--- config.mk ---
export PLATFORM = sky130hd
export DESIGN_NAME = i8086_instruction_length_decoder
export DESIGN_NICKNAME = d
export VERILOG_FILES = /design/src/rtl/core/ildec_pkg.sv /design/src/rtl/core/ildec_exec.sv /design/src/rtl/core/i8086_instruction_length_decoder.sv
export SDC_FILE = /design/constraint.sdc
export NUM_CORES = 1
export LEC_CHECK = 0
export BUFFER_PORTS_ARGS = -buffer_cell sky130_fd_sc_hd__clkbuf_2
export CAP_MARGIN = 25
export CORE_MARGIN = 4
export CORE_UTILIZATION = 54
export CTS_CLUSTER_DIAMETER = 30
export DETAILED_ROUTE_END_ITERATION = 7
export PLACE_DENSITY = 0.76
export SLEW_MARGIN = 20
export SYNTH_ARGS = -nofsm -noshare
export SYNTH_HDL_FRONTEND = slang
export SYNTH_SLANG_ARGS = --single-unit
--- constraint.sdc ---
create_clock -name i_clk -period 4.4 [get_ports i_clk]
set_input_delay 0.88 -clock i_clk [delete_from_list [all_inputs] [get_ports i_clk]]
set_output_delay 0.88 -clock i_clk [all_outputs]
set_load 0.1 [all_outputs]
--- src/rtl/core/ildec_pkg.sv ---
// Package for the 8086 instruction length decoder.
// Holds the word types, the group codes, the opcode pattern table and its lookup.
// No dependencies.
package ildec_pkg;

    localparam int WINDOW_BYTES = 10;
    localparam int OP_BYTES     = 4;
    localparam int NPATS        = 129;

    typedef enum logic [4:0] {
        G_ERROR  = 5'd0,  G_DATA   = 5'd1,  G_IMPL   = 5'd2,  G_ACCIMM = 5'd3,
        G_MRIMM  = 5'd4,  G_MRMR   = 5'd5,  G_REL16  = 5'd6,  G_STR    = 5'd7,
        G_MR     = 5'd8,  G_REG16  = 5'd9,  G_INOUT  = 5'd10, G_INT    = 5'd11,
        G_ESC    = 5'd12, G_RET    = 5'd13, G_REL8   = 5'd14, G_CREL8  = 5'd15,
        G_PFX    = 5'd16, G_REGIMM = 5'd17, G_SEGMR  = 5'd18, G_ACCMEM = 5'd19,
        G_SEGREG = 5'd20, G_REGADR = 5'd21, G_SHIFT  = 5'd22, G_ACCREG = 5'd23,
        G_SEGPFX = 5'd24, G_IMPLUM = 5'd25, G_CALL16 = 5'd26, G_MEM32  = 5'd27,
        G_REGM32 = 5'd28, G_CALLF  = 5'd29, G_JMPF   = 5'd30
    } t_group;

    typedef struct packed {
        logic [15:0] base_address;
        logic [7:0]  code_byte_0;
        logic [7:0]  code_byte_1;
        logic [7:0]  code_byte_2;
        logic [7:0]  code_byte_3;
        logic [7:0]  code_byte_4;
        logic [7:0]  code_byte_5;
        logic [7:0]  code_byte_6;
        logic [7:0]  code_byte_7;
        logic [7:0]  code_byte_8;
        logic [7:0]  code_byte_9;
    } t_in_word;

    typedef struct packed {
        logic [4:0]  group;
        logic [3:0]  length;
        logic [15:0] reference;
    } t_out_word;

    typedef struct packed {
        logic                       err;
        logic [3:0]                 pos;
        t_group                     grp;
        logic                       flag;
        logic [OP_BYTES-1:0][7:0]   b;
        logic [15:0]                base;
    } t_s2;

    typedef struct packed {
        logic [15:0] cmp;
        logic [15:0] mask;
        t_group      grp;
    } t_pat;

    localparam t_pat PATS [NPATS] = '{
        '{16'h0037,16'h00FF,G_IMPL},'{16'h0AD5,16'hFFFF,G_IMPL},
        '{16'h0AD4,16'hFFFF,G_IMPL},'{16'h003F,16'h00FF,G_IMPL},
        '{16'h0014,16'h00FE,G_ACCIMM},'{16'h1080,16'h38FC,G_MRIMM},
        '{16'h0010,16'h00FC,G_MRMR},
        '{16'h0004,16'h00FE,G_ACCIMM},'{16'h0080,16'h38FC,G_MRIMM},
        '{16'h0000,16'h00FC,G_MRMR},
        '{16'h0024,16'h00FE,G_ACCIMM},'{16'h2080,16'h38FC,G_MRIMM},
        '{16'h0020,16'h00FC,G_MRMR},
        '{16'h009A,16'h00FF,G_CALLF},'{16'h00E8,16'h00FF,G_CALL16},
        '{16'h18FF,16'h38FF,G_MEM32},'{16'h10FF,16'h38FF,G_MR},
        '{16'h0098,16'h00FF,G_IMPL},'{16'h00F8,16'h00FF,G_IMPL},
        '{16'h00FC,16'h00FF,G_IMPL},'{16'h00FA,16'h00FF,G_IMPL},
        '{16'h00F5,16'h00FF,G_IMPL},
        '{16'h003C,16'h00FE,G_ACCIMM},'{16'h3880,16'h38FC,G_MRIMM},
        '{16'h0038,16'h00FC,G_MRMR},'{16'h00A6,16'h00FE,G_STR},
        '{16'h0099,16'h00FF,G_IMPL},'{16'h0027,16'h00FF,G_IMPL},
        '{16'h002F,16'h00FF,G_IMPL},
        '{16'h08FE,16'h38FE,G_MR},'{16'h0048,16'h00F8,G_REG16},
        '{16'h30F6,16'h38FE,G_MR},'{16'h00D8,16'h00F8,G_ESC},
        '{16'h00F4,16'h00FF,G_IMPL},'{16'h38F6,16'h38FE,G_MR},
        '{16'h28F6,16'h38FE,G_MR},'{16'h00E4,16'h00F6,G_INOUT},
        '{16'h00FE,16'h38FE,G_MR},'{16'h0040,16'h00F8,G_REG16},
        '{16'h00CC,16'h00FE,G_INT},'{16'h00CE,16'h00FF,G_IMPL},
        '{16'h00CF,16'h00FF,G_RET},
        '{16'h0077,16'h00FF,G_CREL8},'{16'h0073,16'h00FF,G_CREL8},
        '{16'h0072,16'h00FF,G_CREL8},'{16'h0076,16'h00FF,G_CREL8},
        '{16'h00E3,16'h00FF,G_CREL8},'{16'h0074,16'h00FF,G_CREL8},
        '{16'h007F,16'h00FF,G_CREL8},'{16'h007D,16'h00FF,G_CREL8},
        '{16'h007C,16'h00FF,G_CREL8},'{16'h007E,16'h00FF,G_CREL8},
        '{16'h00EA,16'h00FF,G_JMPF},'{16'h00EB,16'h00FF,G_REL8},
        '{16'h00E9,16'h00FF,G_REL16},
        '{16'h28FF,16'h38FF,G_MEM32},'{16'h20FF,16'h38FF,G_MR},
        '{16'h0075,16'h00FF,G_CREL8},'{16'h0071,16'h00FF,G_CREL8},
        '{16'h007B,16'h00FF,G_CREL8},'{16'h0079,16'h00FF,G_CREL8},
        '{16'h0070,16'h00FF,G_CREL8},'{16'h007A,16'h00FF,G_CREL8},
        '{16'h0078,16'h00FF,G_CREL8},
        '{16'h009F,16'h00FF,G_IMPL},'{16'h00C5,16'h00FF,G_REGM32},
        '{16'h008D,16'h00FF,G_REGADR},'{16'h00C4,16'h00FF,G_REGM32},
        '{16'h00F0,16'h00FF,G_PFX},'{16'h00AC,16'h00FE,G_STR},
        '{16'h00E2,16'h00FF,G_CREL8},'{16'h00E1,16'h00FF,G_CREL8},
        '{16'h00E0,16'h00FF,G_CREL8},
        '{16'h0088,16'h00FC,G_MRMR},'{16'h00B0,16'h00F0,G_REGIMM},
        '{16'h00A0,16'h00FC,G_ACCMEM},'{16'h008C,16'h20FD,G_SEGMR},
        '{16'h00C6,16'h38FE,G_MRIMM},'{16'h00A4,16'h00FE,G_STR},
        '{16'h20F6,16'h38FE,G_MR},'{16'h18F6,16'h38FE,G_MR},
        '{16'h0090,16'h00FF,G_IMPL},'{16'h10F6,16'h38FE,G_MR},
        '{16'h000C,16'h00FE,G_ACCIMM},'{16'h0880,16'h38FC,G_MRIMM},
        '{16'h0008,16'h00FC,G_MRMR},
        '{16'h00E6,16'h00F6,G_INOUT},
        '{16'h008F,16'h38FF,G_MR},'{16'h0058,16'h00F8,G_REG16},
        '{16'h0007,16'h00E7,G_SEGREG},'{16'h009D,16'h00FF,G_IMPL},
        '{16'h30FF,16'h38FF,G_MR},'{16'h0050,16'h00F8,G_REG16},
        '{16'h0006,16'h00E7,G_SEGREG},'{16'h009C,16'h00FF,G_IMPL},
        '{16'h10D0,16'h38FC,G_SHIFT},'{16'h18D0,16'h38FC,G_SHIFT},
        '{16'h00F2,16'h00FF,G_PFX},'{16'h00F3,16'h00FF,G_PFX},
        '{16'h00CA,16'h00FE,G_RET},'{16'h00C2,16'h00FE,G_RET},
        '{16'h00D0,16'h38FC,G_SHIFT},'{16'h08D0,16'h38FC,G_SHIFT},
        '{16'h009E,16'h00FF,G_IMPL},'{16'h38D0,16'h38FC,G_SHIFT},
        '{16'h001C,16'h00FE,G_ACCIMM},'{16'h1880,16'h38FC,G_MRIMM},
        '{16'h0018,16'h00FC,G_MRMR},
        '{16'h00AE,16'h00FE,G_STR},'{16'h0026,16'h00E7,G_SEGPFX},
        '{16'h20D0,16'h38FC,G_SHIFT},'{16'h28D0,16'h38FC,G_SHIFT},
        '{16'h00F9,16'h00FF,G_IMPL},'{16'h00FD,16'h00FF,G_IMPL},
        '{16'h00FB,16'h00FF,G_IMPL},
        '{16'h00AA,16'h00FE,G_STR},
        '{16'h002C,16'h00FE,G_ACCIMM},'{16'h2880,16'h38FC,G_MRIMM},
        '{16'h0028,16'h00FC,G_MRMR},
        '{16'h00A8,16'h00FE,G_ACCIMM},'{16'h00F6,16'h38FE,G_MRIMM},
        '{16'h0084,16'h00FE,G_MRMR},
        '{16'h009B,16'h00FF,G_IMPL},'{16'h0090,16'h00F8,G_ACCREG},
        '{16'h0086,16'h00FE,G_REGADR},'{16'h00D7,16'h00FF,G_IMPLUM},
        '{16'h0034,16'h00FE,G_ACCIMM},'{16'h3080,16'h38FC,G_MRIMM},
        '{16'h0030,16'h00FC,G_MRMR}
    };

    // Returns the group in the upper bits and a flag in bit 0: for implied
    // forms an extra operand byte, for immediate forms a sign-extendable entry.
    function automatic logic [5:0] pat_lookup(input logic [15:0] w);
        logic [5:0] res;
        res = {G_DATA, 1'b0};
        for (int i = NPATS - 1; i >= 0; i--) begin
            if ((w & PATS[i].mask) == PATS[i].cmp) begin
                res = {PATS[i].grp, (PATS[i].grp == G_IMPL) ? (PATS[i].mask[15:8] != 8'h00)
                                                            : !PATS[i].mask[1]};
            end
        end
        return res;
    endfunction

    function automatic logic is_prefix(input logic [7:0] b);
        return (b == 8'hF0) || (b == 8'hF2) || (b == 8'hF3) || ((b & 8'hE7) == 8'h26);
    endfunction

endpackage

--- src/rtl/core/ildec_exec.sv ---
// Final decode stage: operand length, referenced address and output register.
// Depends on ildec_pkg.
module ildec_exec (
    input  logic                  i_clk,
    input  logic                  i_rst_n,
    input  logic                  i_valid,
    input  ildec_pkg::t_s2        i_s2,
    input  logic [15:0]           i_load_offset,
    output logic                  o_done,
    output ildec_pkg::t_out_word  o_word
);
    import ildec_pkg::*;

    logic        r_done, n_done;
    t_out_word   r_word, n_word;
    logic [7:0]  op, mrm;
    logic [15:0] d16a, d16b, rel8;
    logic [2:0]  mlen, rel;
    logic [15:0] mref, ref_v;
    logic [4:0]  n;

    always_comb begin
        op   = i_s2.b[0];
        mrm  = i_s2.b[1];
        d16a = {i_s2.b[2], i_s2.b[1]};
        d16b = {i_s2.b[3], i_s2.b[2]};
        rel8 = {{8{i_s2.b[1][7]}}, i_s2.b[1]};
        mlen = 3'd1;
        mref = '0;
        if (mrm[7:6] == 2'd2) begin
            mlen = 3'd3;
            mref = (d16b > i_load_offset && i_load_offset != 16'd0) ? d16b : 16'd0;
        end else if (mrm[7:6] == 2'd1) begin
            mlen = 3'd2;
        end else if (mrm[7:6] == 2'd0 && mrm[2:0] == 3'd6) begin
            mlen = 3'd3;
            mref = d16b;
        end
        rel   = 3'd1;
        ref_v = '0;
        case (i_s2.grp)
            G_IMPL:   rel = 3'd1 + 3'(i_s2.flag);
            G_ACCIMM: rel = 3'd2 + 3'(op[0]);
            G_MRIMM: begin
                rel   = 3'd2 + mlen + 3'(!(i_s2.flag && op[1]) && op[0]);
                ref_v = mref;
            end
            G_MRMR, G_REGADR, G_REGM32, G_MR, G_MEM32, G_ESC, G_SEGMR, G_SHIFT: begin
                rel   = 3'd1 + mlen;
                ref_v = mref;
            end
            G_CALL16, G_REL16: begin
                rel   = 3'd3;
                ref_v = i_s2.base + 16'(i_s2.pos) + 16'd3 + d16a;
            end
            G_INOUT:  rel = op[3] ? 3'd1 : 3'd2;
            G_INT: begin
                rel   = op[0] ? 3'd2 : 3'd1;
                ref_v = op[0] ? {8'h00, i_s2.b[1]} : 16'd3;
            end
            G_RET:    rel = op[0] ? 3'd1 : 3'd3;
            G_CREL8, G_REL8: begin
                rel   = 3'd2;
                ref_v = i_s2.base + 16'(i_s2.pos) + 16'd2 + rel8;
            end
            G_REGIMM: rel = 3'd2 + 3'(op[3]);
            G_ACCMEM: begin
                rel   = 3'd3;
                ref_v = d16a;
            end
            G_CALLF, G_JMPF: rel = 3'd5;
            default:  rel = 3'd1;
        endcase
        n = 5'(i_s2.pos) + 5'(rel);
    end

    always_comb begin
        n_done = i_valid;
        if (i_s2.err || n > 5'(WINDOW_BYTES)) begin
            n_word = '0;
        end else begin
            n_word.group     = i_s2.grp;
            n_word.length    = n[3:0];
            n_word.reference = ref_v;
        end
    end

    always_ff @(posedge i_clk) begin
        if (!i_rst_n) begin
            r_done <= 1'b0;
        end else begin
            r_done <= n_done;
        end
        r_word <= n_word;
    end

    assign o_done = r_done;
    assign o_word = r_word;

endmodule

--- src/rtl/core/i8086_instruction_length_decoder.sv ---
// Top level of the 8086 instruction length decoder: prefix scan and table match stages.
// Depends on ildec_pkg and ildec_exec.
// start is registered via r_v1, r_v2 and r_done; one word is accepted every cycle.
// The three register stages are prefix scan, opcode table match and operand decode.
// busy stays low. Reset clears the stage valid bits and sets load_offset to 0x0100.
module i8086_instruction_length_decoder (
    input  logic                  i_clk,
    input  logic                  i_rst_n,
    input  logic                  start,
    output logic                  busy,
    input  ildec_pkg::t_in_word   i_word,
    input  logic                  i_cfg_we,
    input  logic [15:0]           i_cfg_wdata,
    output logic                  o_done,
    output ildec_pkg::t_out_word  o_word
);
    import ildec_pkg::*;

    logic [15:0]                      r_load_offset;
    logic [WINDOW_BYTES-1:0][7:0]     win;
    logic [3:0]                       n_pos;
    logic                             r_v1, r_v2;
    logic [3:0]                       r_pos1;
    logic [WINDOW_BYTES-1:0][7:0]     r_win1;
    logic [15:0]                      r_base1;
    t_s2                              r_s2, n_s2;
    logic [4:0]                       idx [OP_BYTES];
    logic [5:0]                       hit;

    assign win = {i_word.code_byte_9, i_word.code_byte_8, i_word.code_byte_7,
                  i_word.code_byte_6, i_word.code_byte_5, i_word.code_byte_4,
                  i_word.code_byte_3, i_word.code_byte_2, i_word.code_byte_1,
                  i_word.code_byte_0};

    always_comb begin
        n_pos = 4'(WINDOW_BYTES);
        for (int i = WINDOW_BYTES - 1; i >= 0; i--) begin
            if (!is_prefix(win[i])) begin
                n_pos = 4'(i);
            end
        end
    end

    always_comb begin
        for (int j = 0; j < OP_BYTES; j++) begin
            idx[j]    = 5'(r_pos1) + 5'(j);
            n_s2.b[j] = (idx[j] < 5'(WINDOW_BYTES)) ? r_win1[idx[j][3:0]] : 8'h00;
        end
        hit       = pat_lookup({n_s2.b[1], n_s2.b[0]});
        n_s2.grp  = t_group'(hit[5:1]);
        n_s2.flag = hit[0];
        n_s2.err  = (r_pos1 == 4'(WINDOW_BYTES));
        n_s2.pos  = r_pos1;
        n_s2.base = r_base1;
    end

    always_ff @(posedge i_clk) begin
        if (!i_rst_n) begin
            r_load_offset <= 16'h0100;
            r_v1          <= 1'b0;
            r_v2          <= 1'b0;
        end else begin
            if (i_cfg_we) begin
                r_load_offset <= i_cfg_wdata;
            end
            r_v1 <= start;
            r_v2 <= r_v1;
        end
        r_pos1  <= n_pos;
        r_win1  <= win;
        r_base1 <= i_word.base_address;
        r_s2    <= n_s2;
    end

    ildec_exec u_exec (
        .i_clk         (i_clk),
        .i_rst_n       (i_rst_n),
        .i_valid       (r_v2),
        .i_s2          (r_s2),
        .i_load_offset (r_load_offset),
        .o_done        (o_done),
        .o_word        (o_word)
    );

    assign busy = 1'b0;

    a_done_follows: assert property (@(posedge i_clk) disable iff (!i_rst_n)
        r_v2 |=> o_done) else $error("decoded word lost");
    a_no_phantom: assert property (@(posedge i_clk) disable iff (!i_rst_n)
        !r_v2 |=> !o_done) else $error("spurious result strobe");
    a_err_zero: assert property (@(posedge i_clk) disable iff (!i_rst_n)
        (o_done && o_word.group == G_ERROR) |-> (o_word.length == 4'd0 &&
        o_word.reference == 16'd0)) else $error("error word not cleared");
    a_len_nz: assert property (@(posedge i_clk) disable iff (!i_rst_n)
        (o_done && o_word.group != G_ERROR) |-> (o_word.length != 4'd0))
        else $error("zero length for a decoded instruction");

endmodule

==> reports/metrics.yaml, run 1 <==
run_status:
  outcome: "completed"
pwr:
  combPwrFrac: 0.262
  p_total_w: 0.00496
  p_clk_frac: 0.324
  power_switching_w: 0.00178
  switching_share: 0.358
  power_density_nw_per_um2: 358
  p_int_w: 0.00318
  p_leak_nw: 5.71
  ir_drop_mv: 0.206
  seqPwrFrac: 0.413
sta:
  tns_ns: 0
  worst_pin_slew_ns: 0.876
  fmax_ghz: 0.246
  skew_ns: 0.0138
  min_period_over_period: 0.923
  min_period_ns: 4.06
  setup_violations: 0
  fin_ws_ns: 0.338
  final-max-slew-violation-count: 0
  rsz0062_at_grt: "no"
  maxSlewHeadroom: 0.414
  final_hold_viol_count: 0
worst_setup_path:
  rr_startpoint: "r_s2[54]$_DFF_P_"
  reg2reg_depth: 16
  r2r-end: "u_exec.o_word[15]$_SDFF_PP0_"
  regToRegSetupSlack_ns: 0.34
  critical_path_required_ns: 4.72
  crit_fanout: 8
  worst_setup_path_end_kind: "register"
  crit_arrival_ns: 4.38
  cp-start-kind: "register"
  criticalPathCategory: "register to register"
placed_design:
  dpl-instance-area_um2: 13200
  hpwlAfterDp_um: 27000
  dpl.cell_count: 1681
  pre_cts_ws_ns: 0.111
  portBuffers: 141
  place_congestion: 1.03
layout:
  syn2layout_area_growth_pct: 13.1
  layout-drive-gt1-share: 0.218
  fin_area_um2: 13800
  final_nets: 1617
  stdcell_count: 1713
  diodes: 0
floorplanning:
  die_h_um: 159
  dieArea_um2: 25100
  coreArea_um2: 22000
  pin_count: 143
  die_x_um: 159
  start_util: 0.556
  rows: 54
clocking:
  cts.htree.levels: 4
  clkLatencyLatePin_ns: 0.45
  clkTransAtPathRegs_ns: 0.08
  clock-root-buffer: "clkbuf_16"
  cts_made_buffers: 17
  cts_tree: "built"
  clock-sinks: 198
  cts.path.max_buffers: 2
  cts_setup_buffers: 0
min_path:
  hold_depth: 0
  min_path_type: "register to register"
  hold_path_end: "r_s2[3]$_DFF_P_"
  hold_start: "r_base1[3]$_DFF_P_"
yosys:
  synth_area_um2: 12200
  synthTopCellsByArea: "dfxtp_1 (32%), mux4_2 (9.6%), ha_1 (7.9%), mux2i_1 (5.7%), nor2_1 (3.0%)"
  async_flop_share: 0
  synth.distinct_cells: 91
  synth_edf_count: 0
  syn_nets: 1488
  ys.flop_type: "dfxtp_1"
  yosys_register_bits: 198
  avgSynthCellArea_um2: 9.48
  ys.warnings.count: 0
  yosysTopAreaCellShare: 0.324
  yosys.area.top_type: "dfxtp_1"
  synth-seq-area-share: 0.324
  synthCells: 1291
grt:
  antenna_found_initial: 0
  grt.busiest_layer: "met2"
  first_global_vias: 10200
  overflow: 0
  gr-usage-met1: 0.381
  grt_util_all_layers: 0.279
  grt_pass1_wl_um: 55300
  met2_usage: 0.447
  grt_max_degree: 83
  met3_usage: 0.0503
route:
  wl_per_cell_um: 20.5
  drtIter0Drc: 1643
  vias: 10900
  via_per_inst: 6.37
  drc_errors: 0
  drt_wl_total_um: 35100
  ant_nets: 0
  drt-pass1-iter-count: 6
job:
  drv_cap: 0
==> synthesized netlist by cell type (all sizes together), types with 11 or more instances <==
cell    number
o22ai       19
xor2        15
inv         61
a31oi       18
nor2b       27
a21o        24
a22oi       12
xnor2       27
nor4        13
dfxtp      198
clkbuf      33
nand3       29
nor2        99
buf         29
o31ai       12
nand2       94
ha          77
nand2b      11
nor3        38
a21oi       62
mux4        52
mux2        11
nand4       20
and2        15
nand4b      11
o21ai       60
mux2i       70
==> cell type report <==
class | count | area [um^2]
clock buffer | 18 | 439
clock inverter | 14 | 170
fill | 1815 | 8190
inverter | 63 | 236
multi-input combinational | 968 | 7720
sequential | 198 | 3970
tap | 280 | 350
timing repair buffer | 172 | 951
==> what timing repair did <==
item	CTS	global route
endpoints found under the setup margin	0	5
hold endpoints to repair	0	0
resized for setup	0	6
hold buffers	0	0
==> logic make-up (layout without fill, tap and decap cells) <==
| family | after synthesis | count (layout) | share of synthesized area |
|---|---|---|---|
| other | 1 | 1 | 0.000306 |
| AOI/OAI and AO/OA | 308 | 308 | 0.174 |
| and+or+nand+nor | 403 | 403 | 0.175 |
| xor gates and xnor gates | 42 | 42 | 0.0307 |
| buffers and inverters | 125 | 267 | 0.0479 |
| muxes | 133 | 133 | 0.163 |
| DFF | 198 | 198 | 0.324 |
| adders and majority gates | 81 | 81 | 0.0852 |
==> routing by layer <==
metal / vias to the layer above / routed length [um]
met5: - / 0
met4: 0 / 1260
met3: 97 / 3210
met2: 667 / 16100
met1: 5034 / 14600
li1: 5113 / -
==> power by group through the flow <==
stage / clock network [W] / logic, W / registers, W
finish: 0.00161 / 0.00130 / 0.00205
global route: 0.00170 / 0.00141 / 0.00206
CTS: 0.00162 / 0.00128 / 0.00204
detailed placement: 0 / 0.00127 / 0.00209
global placement: 0 / 0.00125 / 0.00208
floorplan: 0 / 0.000754 / 0.00226
==> cell usage in the layout (no fill, tap or decap), types with 28 or more instances in the layout <==
master	n
clkbuf_2	141
buf_4	30
nand2_1	91
dfxtp_1	197
a21oi_1	60
o21ai_0	56
nand3_1	28
nor2_1	98
mux2i_1	70
ha_1	77
inv_1	60
mux4_2	52
nor3_1	35
==> state kept, by name, indices dropped and copies added, names as in the netlist <==
register	cells
r_s2	54
r_load_offset	16
u_exec.o_word	25
r_v1	1
r_base1	16
r_win1	80
u_exec.o_done	1
r_pos1	4
r_v2	1
==> worst max-delay path by stage <==
stage / start / endpoint / slack [ns] / depth (start not counted)
after floorplan: r_pos1[0]$_SDFF_PP0_ / r_s2[53]$_SDFF_PP0_ / 0.07 / 19
final: r_s2[54]$_DFF_P_ / u_exec.o_word[15]$_SDFF_PP0_ / 0.34 / 16
after detailed placement: r_s2[54]$_DFF_P_ / u_exec.o_word[15]$_SDFF_PP0_ / 0.11 / 17
after global routing: r_s2[54]$_DFF_P_ / u_exec.o_word[15]$_SDFF_PP0_ / 0.04 / 17
after CTS: r_s2[54]$_DFF_P_ / u_exec.o_word[15]$_SDFF_PP0_ / 0.06 / 17
after global placement: r_s2[54]$_DFF_P_ / u_exec.o_word[15]$_SDFF_PP0_ / 0.20 / 17
==> metrics by stage <==
step / hold WS [ns] / util
floorplan: 0.310 / -
global placement: 0.312 / 0.600
detailed placement: 0.312 / 0.600
CTS: 0.335 / 0.627
global route: 0.346 / 0.628
finish: 0.333 / 0.628
==> worst max-delay path, cell delays in order, from the launching register on <==
cell and delay [ns]:
dfxtp_1 0.33, ha_1 0.21, fa_1 0.40, a21o_1 0.21, a21oi_2 0.23, xnor2_1 0.15, ha_1 0.25, ha_1 0.38
a21oi_1 0.16, o21bai_1 0.11, a21oi_1 0.28, a31oi_1 0.21, a221oi_1 0.32, a21oi_1 0.15, xnor2_1 0.16, a222oi_1 0.29
a21oi_1 0.11
Power figures use the tool's default switching activity.
==> run 2, diff against run 1 <==
--- a/config.mk
+++ b/config.mk
@@ -11,6 +11,7 @@
 export CORE_UTILIZATION = 54
 export CTS_CLUSTER_DIAMETER = 30
 export DETAILED_ROUTE_END_ITERATION = 7
+export GPL_TIMING_DRIVEN = 0
 export PLACE_DENSITY = 0.76
 export SLEW_MARGIN = 20
 export SYNTH_ARGS = -nofsm -noshare
==> reports/metrics.yaml, run 2 (synthesized netlist as in run 1, its figures left out) <==
worst_setup_path:
  r2r-end: "r_s2[53]$_SDFF_PP0_"  # was u_exec.o_word[15]$_SDFF_PP0_
  criticalPathCategory: "register to register"  # unchanged
  cp-start-kind: "register"  # unchanged
  crit_fanout: 19  # was 8
  critical_path_required_ns: 4.72  # about the same
  worst_setup_path_end_kind: "register"  # unchanged
  regToRegSetupSlack_ns: 0.19  # was 0.34 ns
  crit_start: "r_pos1[0]$_SDFF_PP0_"  # was r_s2[54]$_DFF_P_
  crit_arrival_ns: 4.53  # was 4.38 ns
  rr_startpoint: "r_pos1[0]$_SDFF_PP0_"  # was r_s2[54]$_DFF_P_
  reg2reg_depth: 17  # was 16
grt:
  antenna_found_initial: 0  # unchanged
  overflow: 0  # unchanged
  grt_pass1_wl_um: 58000  # was 55,300 um
  first_global_vias: 10700  # was 10,200
  grt_max_degree: 23  # was 83
  grt_util_all_layers: 0.297  # was 0.279
layout:
  top_register: "r_win1"  # unchanged
  syn2layout_area_growth_pct: 16.1  # was 13.1%
  layout_common_cells: "dfxtp_1 (194), clkbuf_2 (142), nor2_1 (98)"  # was dfxtp_1 (197), clkbuf_2 (141), nor2_1 (98)
  fin_util: 0.645  # was 0.628
  diodes: 0  # unchanged
  largest_register_ffs: 80  # unchanged
  final_nets: 1655  # was 1,617
  layout-drive-gt1-share: 0.230  # was 0.218
  mostFrequentLayoutCell: "dfxtp_1"  # unchanged
placed_design:
  place_congestion: 1.04  # was 1.03
  hpwlAfterDp_um: 29300  # was 27,000 um
  portBuffers: 140  # was 141
  pre_cts_ws_ns: -1.03  # was 0.111 ns
floorplanning:
  dieArea_um2: 25100  # unchanged
  coreArea_um2: 22000  # unchanged
  die_h_um: 159  # unchanged
  rows: 54  # unchanged
  die_x_um: 159  # unchanged
  pin_count: 143  # unchanged
  start_util: 0.556  # unchanged
pwr:
  p_clk_frac: 0.324  # about the same
  seqPwrFrac: 0.401  # was 0.413
  ir_drop_mv: 0.234  # was 0.206 mV
  p_int_w: 0.00320  # was 0.00318 W
  switching_share: 0.366  # was 0.358
  power_switching_w: 0.00184  # was 0.00178 W
  power_density_nw_per_um2: 355  # was 358 nW/um^2
  combPwrFrac: 0.275  # was 0.262
  p_leak_nw: 5.83  # was 5.71 nW
clocking:
  clkTransAtPathRegs_ns: 0.08  # about the same
  cts.path.max_buffers: 2  # unchanged
  clock-root-buffer: "clkbuf_16"  # unchanged
  clkLatencyLatePin_ns: 0.46  # was 0.45 ns
  cts_made_buffers: 17  # unchanged
  clock-sinks: 198  # unchanged
  cts_tree: "built"  # unchanged
  cts.htree.levels: 4  # unchanged
route:
  via_per_inst: 6.38  # was 6.37
  ant_nets: 0  # unchanged
  drt-pass1-iter-count: 6  # unchanged
  drtIter0Drc: 1121  # was 1,643
  drt_wl_total_um: 37500  # was 35,100 um
  drc_errors: 0  # unchanged
  wl_per_cell_um: 21.4  # was 20.5 um
  vias: 11200  # was 10,900
sta:
  worst_pin_slew_ns: 0.956  # was 0.876 ns
  maxSlewHeadroom: 0.360  # was 0.414
  final_hold_viol_count: 0  # unchanged
  skew_ns: 0.0201  # was 0.0138 ns
  tns_ns: 0  # unchanged
  rsz0062_at_grt: "no"  # unchanged
  setup_violations: 0  # unchanged
  fmax_ghz: 0.237  # was 0.246 GHz
  final-max-slew-violation-count: 0  # unchanged
  fin_ws_ns: 0.188  # was 0.338 ns
  min_period_ns: 4.21  # was 4.06 ns
  min_period_over_period: 0.957  # was 0.923
min_path:
  hold_path_end: "r_s2[4]$_DFF_P_"  # was r_s2[3]$_DFF_P_
  hold_start: "r_base1[4]$_DFF_P_"  # was r_base1[3]$_DFF_P_
  hold_depth: 0  # unchanged
  min_path_type: "register to register"  # unchanged
run_status:
  outcome: "completed"  # unchanged
job:
  drv_cap: 0  # unchanged
==> run 2: cell types whose count changed in the layout (fill, tap and decap cells not counted), sizes merged <==
cell    change
clkbuf     +30
inv         -1
clkinv      +2
buf         +7
==> run 2: how the worst max path moves through the flow <==
stage / to / slack [ns] / cells after the start
floorplan: r_s2[53]$_SDFF_PP0_ / 0.07 / 19
global placement: r_s2[53]$_SDFF_PP0_ / -1.04 / 19
detailed placement: r_s2[53]$_SDFF_PP0_ / -1.03 / 19
CTS: r_s2[51]$_SDFF_PP0_ / 0.008 / 17
global route: u_exec.o_word[15]$_SDFF_PP0_ / 0.0008 / 17
finish: r_s2[53]$_SDFF_PP0_ / 0.19 / 17
==> run 2: worst max-delay path: stages, from the launching register on <==
cell	delay, ns
dfxtp_2	0.40
buf_8	0.23
buf_8	0.19
buf_12	0.16
buf_12	0.16
buf_8	0.16
inv_4	0.09
ha_1	0.30
buf_6	0.15
mux4_2	0.54
mux2i_4	0.22
mux2i_4	0.11
nand2_2	0.15
xnor2_4	0.16
o221ai_1	0.24
a211o_1	0.29
nand3_1	0.06
or4b_1	0.45
==> run 2: metal layers <==
layer / vias up / track usage / share of wire
li1: 5189 / - / -
met1: 5237 / 0.404 / 0.43
met2: 636 / 0.463 / 0.44
met3: 106 / 0.0554 / 0.090
met4: 0 / 0.129 / 0.040
met5: - / 0 / 0
==> run 2: area by class of cell <==
cell class / instances / area [um^2]
multi-input combinational: 968 / 7880
fill: 1812 / 7820
sequential: 198 / 3970
timing repair buffer: 149 / 766
clock buffer: 17 / 425
buffer: 61 / 385
tap: 280 / 350
inverter: 63 / 240
clock inverter: 15 / 195
==> run 2: power groups by stage <==
stage	clock (W)	combinational, W	sequential (W)
after floorplan	0	0.000754	0.00226
after global placement	0	0.00130	0.00205
after detailed placement	0	0.00131	0.00206
after CTS	0.00165	0.00134	0.00202
after global routing	0.00172	0.00150	0.00203
final	0.00163	0.00139	0.00202
==> run 2: timing repair <==
item / 4_1_cts / 5_1_grt
setup endpoints to repair: 37 / 21
pin swaps: 1 / 8
setup buffers: 3 / 5
resized for setup: 34 / 24
hold endpoints to repair: 0 / 0
hold buffers: 0 / 0
==> run 2: metrics by stage <==
stage | cell area (um^2) | hold WS, ns | power [W] | std cells
2_1_floorplan | 12200 | 0.310 | 0.00301 | 1291
3_3_place_gp | 13300 | 0.310 | 0.00335 | 1711
3_5_place_dp | 13300 | 0.313 | 0.00336 | 1712
4_1_cts | 14100 | 0.334 | 0.00500 | 1747
5_1_grt | 14200 | 0.338 | 0.00526 | 1751
6_report | 14200 | 0.333 | 0.00504 | 1751
